`src/rtl/core/plc_pkg.sv`:
```
// Shared types, codes and the palette packing function for the color lookup block.
package plc_pkg;

    localparam int DEFAULT_TABLE_ENTRIES = 256;

    localparam logic [7:0] MASK_TOP5 = 8'hF8;
    localparam logic [7:0] MASK_TOP6 = 8'hFC;

    typedef enum logic [1:0] {
        FMT_RGB565       = 2'd0,
        FMT_RGB555       = 2'd1,
        FMT_RGB888_BYTES = 2'd2,
        FMT_RGB888_WORD  = 2'd3
    } fmt_t;

    typedef enum logic [0:0] {
        OP_PIXEL = 1'b0,
        OP_WRITE = 1'b1
    } op_t;

    typedef enum logic [0:0] {
        CFG_SCREEN_FORMAT = 1'b0,
        CFG_PALETTE_VALID = 1'b1
    } cfg_idx_t;

    typedef struct packed {
        logic        en;
        logic [7:0]  addr;
        logic [23:0] data;
    } tbl_wr_t;

    typedef struct packed {
        logic       take;
        logic       in_range;
        logic       frame_end;
    } lookup_t;

    function automatic logic [23:0] pack_color(fmt_t fmt, logic [7:0] r, logic [7:0] g,
                                               logic [7:0] b);
        logic [23:0] word;
        unique case (fmt)
            FMT_RGB565: word = 24'({r & MASK_TOP5, 8'b0}) | 24'({g & MASK_TOP6, 3'b0})
                             | 24'((b & MASK_TOP5) >> 3);
            FMT_RGB555: word = 24'({r & MASK_TOP5, 7'b0}) | 24'({g & MASK_TOP5, 2'b0})
                             | 24'((b & MASK_TOP5) >> 3);
            default:    word = {r, g, b};
        endcase
        return word;
    endfunction

endpackage

```
`src/rtl/core/plc_serial.sv`:
```
// Lookup stage and output register that sends one word or three bytes per pixel.
module plc_serial
    import plc_pkg::*;
(
    input  logic        clk,
    input  logic        rst_n,
    input  lookup_t     lookup,
    output logic        lookup_ready,
    input  logic [23:0] rd_data,
    input  logic        rd_hit,
    input  logic        palette_valid,
    input  fmt_t        fmt,
    output logic        out_valid,
    input  logic        out_ready,
    output logic [31:0] out_data,
    output logic        last_of_pixel,
    output logic        frame_end_out
);

    logic        s1_valid_reg, s1_valid_next;
    logic        s1_range_reg, s1_range_next;
    logic        s1_fe_reg, s1_fe_next;
    logic        out_valid_reg, out_valid_next;
    logic [23:0] word_reg, word_next;
    fmt_t        fmt_reg, fmt_next;
    logic        fe_reg, fe_next;
    logic [1:0]  cnt_reg, cnt_next;

    logic        out_last;
    logic        out_free;
    logic        s1_move;
    logic [23:0] word_in;

    assign out_last     = (fmt_reg != FMT_RGB888_BYTES) || (cnt_reg == 2'd2);
    assign out_free     = !out_valid_reg || (out_ready && out_last);
    assign s1_move      = s1_valid_reg && out_free;
    assign lookup_ready = !s1_valid_reg || s1_move;
    assign word_in      = (palette_valid && s1_range_reg && rd_hit) ? rd_data : 24'd0;

    always_comb
    begin
        s1_valid_next  = s1_valid_reg;
        s1_range_next  = s1_range_reg;
        s1_fe_next     = s1_fe_reg;
        out_valid_next = out_valid_reg;
        word_next      = word_reg;
        fmt_next       = fmt_reg;
        fe_next        = fe_reg;
        cnt_next       = cnt_reg;

        if (s1_move)
        begin
            s1_valid_next = 1'b0;
        end
        if (lookup.take)
        begin
            s1_valid_next = 1'b1;
            s1_range_next = lookup.in_range;
            s1_fe_next    = lookup.frame_end;
        end

        if (s1_move)
        begin
            out_valid_next = 1'b1;
            word_next      = word_in;
            fmt_next       = fmt;
            fe_next        = s1_fe_reg;
            cnt_next       = 2'd0;
        end
        else if (out_valid_reg && out_ready)
        begin
            if (out_last)
            begin
                out_valid_next = 1'b0;
            end
            else
            begin
                cnt_next = cnt_reg + 2'd1;
            end
        end
    end

    always_ff @(posedge clk or negedge rst_n)
    begin
        if (!rst_n)
        begin
            s1_valid_reg  <= 1'b0;
            out_valid_reg <= 1'b0;
            cnt_reg       <= 2'd0;
            fmt_reg       <= FMT_RGB565;
        end
        else
        begin
            s1_valid_reg  <= s1_valid_next;
            out_valid_reg <= out_valid_next;
            cnt_reg       <= cnt_next;
            fmt_reg       <= fmt_next;
        end
    end

    always_ff @(posedge clk)
    begin
        s1_range_reg <= s1_range_next;
        s1_fe_reg    <= s1_fe_next;
        word_reg     <= word_next;
        fe_reg       <= fe_next;
    end

    always_comb
    begin
        unique case (fmt_reg)
            FMT_RGB888_BYTES:
            begin
                unique case (cnt_reg)
                    2'd0:    out_data = {24'd0, word_reg[7:0]};
                    2'd1:    out_data = {24'd0, word_reg[15:8]};
                    default: out_data = {24'd0, word_reg[23:16]};
                endcase
            end
            FMT_RGB888_WORD: out_data = {8'd0, word_reg};
            default:         out_data = {16'd0, word_reg[15:0]};
        endcase
    end

    assign out_valid     = out_valid_reg;
    assign last_of_pixel = out_last;
    assign frame_end_out = out_last && fe_reg;

    a_cnt_range: assert property (@(posedge clk) disable iff (!rst_n)
        out_valid_reg |-> (cnt_reg != 2'd3))
        else $error("Byte counter went past the third byte.");

    a_cnt_word_modes: assert property (@(posedge clk) disable iff (!rst_n)
        (out_valid_reg && fmt_reg != FMT_RGB888_BYTES) |-> (cnt_reg == 2'd0))
        else $error("Byte counter moved in a single-beat format.");

    a_no_overrun: assert property (@(posedge clk) disable iff (!rst_n)
        lookup.take |-> lookup_ready)
        else $error("Pixel taken while the lookup stage was held.");

    a_held_lookup: assert property (@(posedge clk) disable iff (!rst_n)
        (s1_valid_reg && !s1_move) |=> s1_valid_reg)
        else $error("Held lookup was dropped.");

endmodule

```
`config.mk`:
```
export PLATFORM = sky130hd
export DESIGN_NAME = plc_serial
export DESIGN_NICKNAME = d
export VERILOG_FILES = /design/src/rtl/core/plc_pkg.sv /design/src/rtl/core/plc_serial.sv
export SDC_FILE = /design/constraint.sdc
export NUM_CORES = 1
export LEC_CHECK = 0
export BUFFER_PORTS_ARGS = -buffer_cell sky130_fd_sc_hd__buf_2
export CELL_PAD_IN_SITES_DETAIL_PLACEMENT = 0
export CELL_PAD_IN_SITES_GLOBAL_PLACEMENT = 2
export CORE_MARGIN = 5
export CORE_UTILIZATION = 26
export DETAILED_ROUTE_END_ITERATION = 8
export PLACE_DENSITY_LB_ADDON = 0.1
export RECOVER_POWER = 50
export SLEW_MARGIN = 20
export SYNTH_ARGS = -nofsm -noshare
export SYNTH_HDL_FRONTEND = slang
export SYNTH_SLANG_ARGS = --single-unit
export TNS_END_PERCENT = 10
```
`constraint.sdc`:
```
create_clock -name clk -period 1.9 [get_ports clk]
set_input_delay 0.285 -clock clk [delete_from_list [all_inputs] [get_ports clk]]
set_output_delay 0.285 -clock clk [all_outputs]
set_load 0.005 [all_outputs]
```
* Word level (Yosys, flattened, before mapping)
Index checks and enable logic that the tools add are counted.
** Cells by class
- Add/subtract/negate cells :: 1
- Equality and inequality tests :: 6
- Muxes and demuxes :: 10
- Reductions and logical operators :: 17
** Operator list (count)
- $pmux W32 S2 :: 1
- $pmux W8 S2 :: 1
- $eq A2 B2 Y1 const B :: 3
- $logic_and A1 B1 Y1 :: 6
- $mux W2 :: 3
- $reduce_bool A2 Y1 :: 3
- $mux W1 :: 5
- $reduce_and A2 Y1 :: 2
- $logic_or A1 B1 Y1 :: 3
- $add A2 B1 Y2 const B :: 1
- $eq A2 B1 Y1 const B :: 1
- $logic_not A1 Y1 :: 2
- $logic_not A2 Y1 :: 1
- $ne A2 B1 Y1 const B :: 1
- $ne A2 B2 Y1 const B :: 1
** Storage, ports and cells
- Bits in registers :: 33
- Input bits :: 34
- Output and inout port bits :: 36
- Logic and storage cells :: 42

* Longest topological paths before layout
- Depth after elaboration :: 7
- Mapped depth :: 7
- Gate-level depth less buffers :: 5

* Least setup slack after synthesis
OpenSTA, ideal clock, no wires.
- Kind :: reg-to-reg
- Start point :: register cnt_reg[0]
- End point :: register fe_reg, enable pin
- Setup time :: 0.385 ns
- Data arrival time :: 1.446 ns
- Data required time :: 1.515 ns
- Slack :: 0.069 ns
- Stages on the path, launching flop included :: 4
- Path buffers :: 0
- Period minus slack after synthesis :: 1.831 ns
- Path through :: dfrtp_1 -> inv_1 -> ha_1 -> o311a_1
** On the way
- Longest elaborated chain between the ends :: 5
** Ends and longest elaborated chain
- start: declaration :: RTL line plc_serial.sv:27 : logic [1:0] cnt_reg, cnt_next;
- start signal: assignment :: RTL line plc_serial.sv:96 : cnt_reg <= cnt_next;
- $eq A2 B2 Y1 :: RTL line plc_serial.sv:34 : assign out_last = (fmt_reg != FMT_RGB888_BYTES) || (cnt_reg == 2'd2);
- $logic_or A1 B1 Y1 :: RTL line plc_serial.sv:34
- $logic_and A1 B1 Y1 :: RTL line plc_serial.sv:35 : assign out_free = !out_valid_reg || (out_ready && out_last);
- $logic_or A1 B1 Y1 :: RTL line plc_serial.sv:35
- $logic_and A1 B1 Y1 :: RTL line plc_serial.sv:36 : assign s1_move = s1_valid_reg && out_free;
- end signal: assignment :: RTL line plc_serial.sv:106 : fe_reg <= fe_next;
- end: declaration :: RTL line plc_serial.sv:26 : logic fe_reg, fe_next;
No other way between the ends.
A chain may end at the register's enable or synchronous reset.

* Worst setup path after layout
- Start point :: register cnt_reg[0]
- End point :: output port out_data[2]
** On the way
- Longest elaborated chain between the ends :: 3
- Elaborated cells between the ends (all ways) :: 4
- Those cells by class :: eq/ne: 1; mux: 2; reduce/logical: 1
** Ends and longest elaborated chain
- $eq A2 B1 Y1 / $logic_not A2 Y1 (equally long branches) :: RTL line plc_serial.sv:114 : unique case (cnt_reg)
- $pmux W8 S2 * :: RTL line plc_serial.sv:114
- $pmux W32 S2 * :: RTL line plc_serial.sv:111 : unique case (fmt_reg)
- end: declaration :: RTL line plc_serial.sv:15 : output logic [31:0] out_data,
Mark *: on every way between the ends. The rest lies on a longest branch, timed or not.

==> key figures <==
Finish
  • Max FFs per register: 24
  • Multi-input combinational cell area: 729 sq um
  • Layout cells sized above 1: 40.7%
  • Area Growth Syn to Fin: 30.4%
  • Nets@finish: 250
  • ANT cells: 0
  • Filler instances: 664
  • Reg area: 962 sq um

Logic synthesis
  • YS warnings: 0
  • Largest family of logic cells by synthesized area: simple AND/OR/NAND/NOR gates
  • Synth async-reset ratio: 18.2%
  • Synth Area in Compound Gates: 12.4%
  • Synth Area in Simple Gates: 21.6%
  • Syn Area/Cell: 11.7 sq um
  • Netlist Area Pre-Place: 1740 sq um
  • Yosys cell types: 29
  • Yosys reg bits: 33
  • Post-synthesis adder-cell area fraction: 2.16%
  • Cells after Synth: 148
  • Top cell type's share of synthesized area: 46.7%
  • Seq/Total Area, Yosys: 55.3%
  • XOR/XNOR share of the synthesized area: 0%
  • Synth area leaders: edfxtp_1 (47%), and2_1 (12%), dfrtp_1 (8.6%)
  • Ys flop type: edfxtp_1
  • Synth area leader: edfxtp_1
  • Number of flops mapped to enable cells by yosys: 27
  • Multiplexer area fraction after synthesis: 0%

Power
  • P_sw: 1.12 mW
  • Worst IR Drop VDD: 0.390 mV
  • PwrDens: 1360 nW/um^2
  • Int Pwr: 1.96 mW
  • Power Total: 3.08 mW
  • Switching share of power: 36.4%
  • Comb power frac: 45.1%
  • Clock Power Share: 16.0%
  • Sequential Power Share: 38.9%
  • Pleak: 0.976 nW

Place
  • GP Congestion: 0.663
  • Buffers on Ports: 61
  • HPWL after DPL: 3560 microns

Critical path
  • Crit path arrival time: 1.59 ns
  • CP Launch Type: flop
  • R2r startpoint: cnt_reg[1]
  • Critical path data required time: 1.62 ns
  • Kind of critical path: reg2out
  • CP Capture Type: primary output
  • Critical path peak fanout: 6
  • Worst reg-to-reg path cell count: 5
  • Worst R2R End: fmt_reg[0]
  • R2R Setup Slk: 0.20 ns

Floorplanning
  • Die Height: 91.7 microns
  • Initial Utilization: 27.0%
  • Core area: 6420 sq um
  • Die area: 8410 sq um
  • I/O pin count: 70
  • Cell row count: 29
  • Die X: 91.7 microns

Global routing
  • GRT Residual Overflow: 0
  • Largest net degree at the start of global routing: 25
  • Initial antenna violation count: 0
  • GRT Util Overall: 11.5%
  • Vias in the first global route: 1398
  • First-pass GRT wire length: 7380 microns

Min path
  • Worst Hold Path EP: s1_fe_reg
  • HP Start: lookup[0]
  • Min-Delay Path Depth: 1
  • Worst min-delay path class: in2reg

Drt
  • ANT nets after route: 0
  • Starting DRC count in detailed routing: 63
  • DRC violations left: 0
  • Pre-Repair DR Iteration Count: 4
  • Post-DR wirelength/cell: 15.9 microns
  • Via count: 1307
  • Total Wirelength: 4640 microns
  • DR vias/cell: 4.49

Timing
  • Fmax: 534 MHz
  • Endpoints failing setup: 0
  • Hold Slack: 0.179 ns
  • Slew HR: 53.5%
  • Final worst-path cycle share: 98.6%
  • Clock Skew: 0.00340 ns
  • Max Slew Vio Count: 0
  • Tightest Pin Transition: 0.698 ns
  • Minimum clock period: 1.87 ns
  • Count of final hold-check violations: 0
  • RSZ-0062 raised after global routing: true

Clocking
  • Clock Path Buffers: 2
  • Worst-Skew Late Latency: 0.28 ns
  • Htree depth: 2
  • CTS tree: done
  • Clock-pin slew on the worst setup and hold paths: 0.07 ns
  • Clk sink count: 33
  • Root buffer cell: clkbuf_8
  • Total CTS buffers: 5

Job
  • Max_cap viols: 0

Run status
  • Outcome: completed
==> what timing repair did <==
item	4_1_cts	5_1_grt
gates resized for setup	11	10
pin swaps	1	11
endpoints found under the hold margin	6	0
buffers inserted	1	3
hold buffers	1	0
gates cloned	0	0
setup endpoints to repair	8	11
==> power by group through the flow <==
stage,clock network [mW],registers (mW),logic [mW]
2_1_floorplan,0,1.14,0.808
3_3_place_gp,0,1.20,1.24
3_5_place_dp,0,1.21,1.26
4_1_cts,0.515,1.20,1.35
5_1_grt,0.542,1.22,1.57
6_report,0.492,1.20,1.39
==> layout make-up <==
type,instances,share of cell area [%]
Clock buffer,5,3.04
Clock inverter,3,0.552
Inverter,5,0.829
Multi-Input combinational cell,97,32.2
Sequential cell,33,42.5
Tap cell,77,4.25
Timing Repair Buffer,71,16.6
==> cell usage after synthesis (3+ instances only) <==
| master | n |
|---|---|
| buf_2 | 4 |
| nand2b_1 | 4 |
| dfrtp_1 | 6 |
| o2bb2ai_1 | 8 |
| edfxtp_1 | 27 |
| nor3b_1 | 8 |
| buf_4 | 10 |
| clkbuf_1 | 5 |
| a21oi_1 | 9 |
| and3_1 | 9 |
| and2_1 | 32 |
| inv_1 | 5 |
| ha_1 | 3 |
| a22o_1 | 3 |
==> worst max-delay path by stage <==
| stage | depth (start not counted) | slack, ns | to | start |
|---|---|---|---|---|
| 2_1_floorplan | 3 | 0.07 | fe_reg | cnt_reg[0] |
| 3_3_place_gp | 5 | 0.15 | out_data[5] | cnt_reg[0] |
| 3_5_place_dp | 6 | 0.1 | out_data[2] | cnt_reg[1] |
| 4_1_cts | 5 | 0.01 | lookup_ready | cnt_reg[0] |
| 5_1_grt | 6 | -0.05 | out_data[4] | cnt_reg[0] |
| 6_report | 6 | 0.03 | out_data[2] | cnt_reg[0] |
==> kinds of logic (layout without fill, tap and decap cells) <==
logic type / after synthesis / in the layout
compound gates: 28 / 28
fa+ha+maj: 3 / 3
buf+inv: 25 / 84
flops: 33 / 33
other cells: 1 / 8
simple gates: 58 / 58
==> worst max-delay path, stage by stage, from the launching register on <==
cell	delay, ns
dfrtp_2	0.45
ha_4	0.21
buf_6	0.14
nor3b_2	0.18
a21oi_1	0.06
o2bb2ai_1	0.14
buf_2	0.13
==> per-stage QoR <==
step	utilization [%]	instances	setup slack (ns)	area, sq um	setup TNS, ns
after floorplan	-	155	0.0686	1760	0
after CTS	34.6	288	0.0144	2220	0
after global placement	32.3	278	0.151	2080	0
after global routing	35.3	291	-0.0486	2260	-0.240
final	35.3	291	0.0273	2260	0
after detailed placement	32.3	278	0.0979	2080	0
==> per-layer routing <==
layer | GRT usage [%] | vias to the layer above | share of wire [%]
met2 | 18.9 | 54 | 46
li1 | - | 636 | -
met5 | 0 | - | 0
met1 | 14.4 | 612 | 45
met4 | 3.34 | 0 | 0.88
met3 | 3.68 | 5 | 7.5
==> cells in the final DEF (no fill, tap or decap), types with 4 or more instances in the layout <==
cell	netlist	routed
buf_2	4	56
edfxtp_1	27	27
and2_1	32	21
and2_0	0	11
nor3b_2	1	9
a21oi_1	9	9
and3_1	9	9
o2bb2ai_1	8	8
conb_1	1	8
buf_4	10	7
clkbuf_1	5	6
clkbuf_8	0	5
dfrtp_1	6	5
nand2b_1	4	4
No activity file was read; power rests on OpenSTA's default activity.
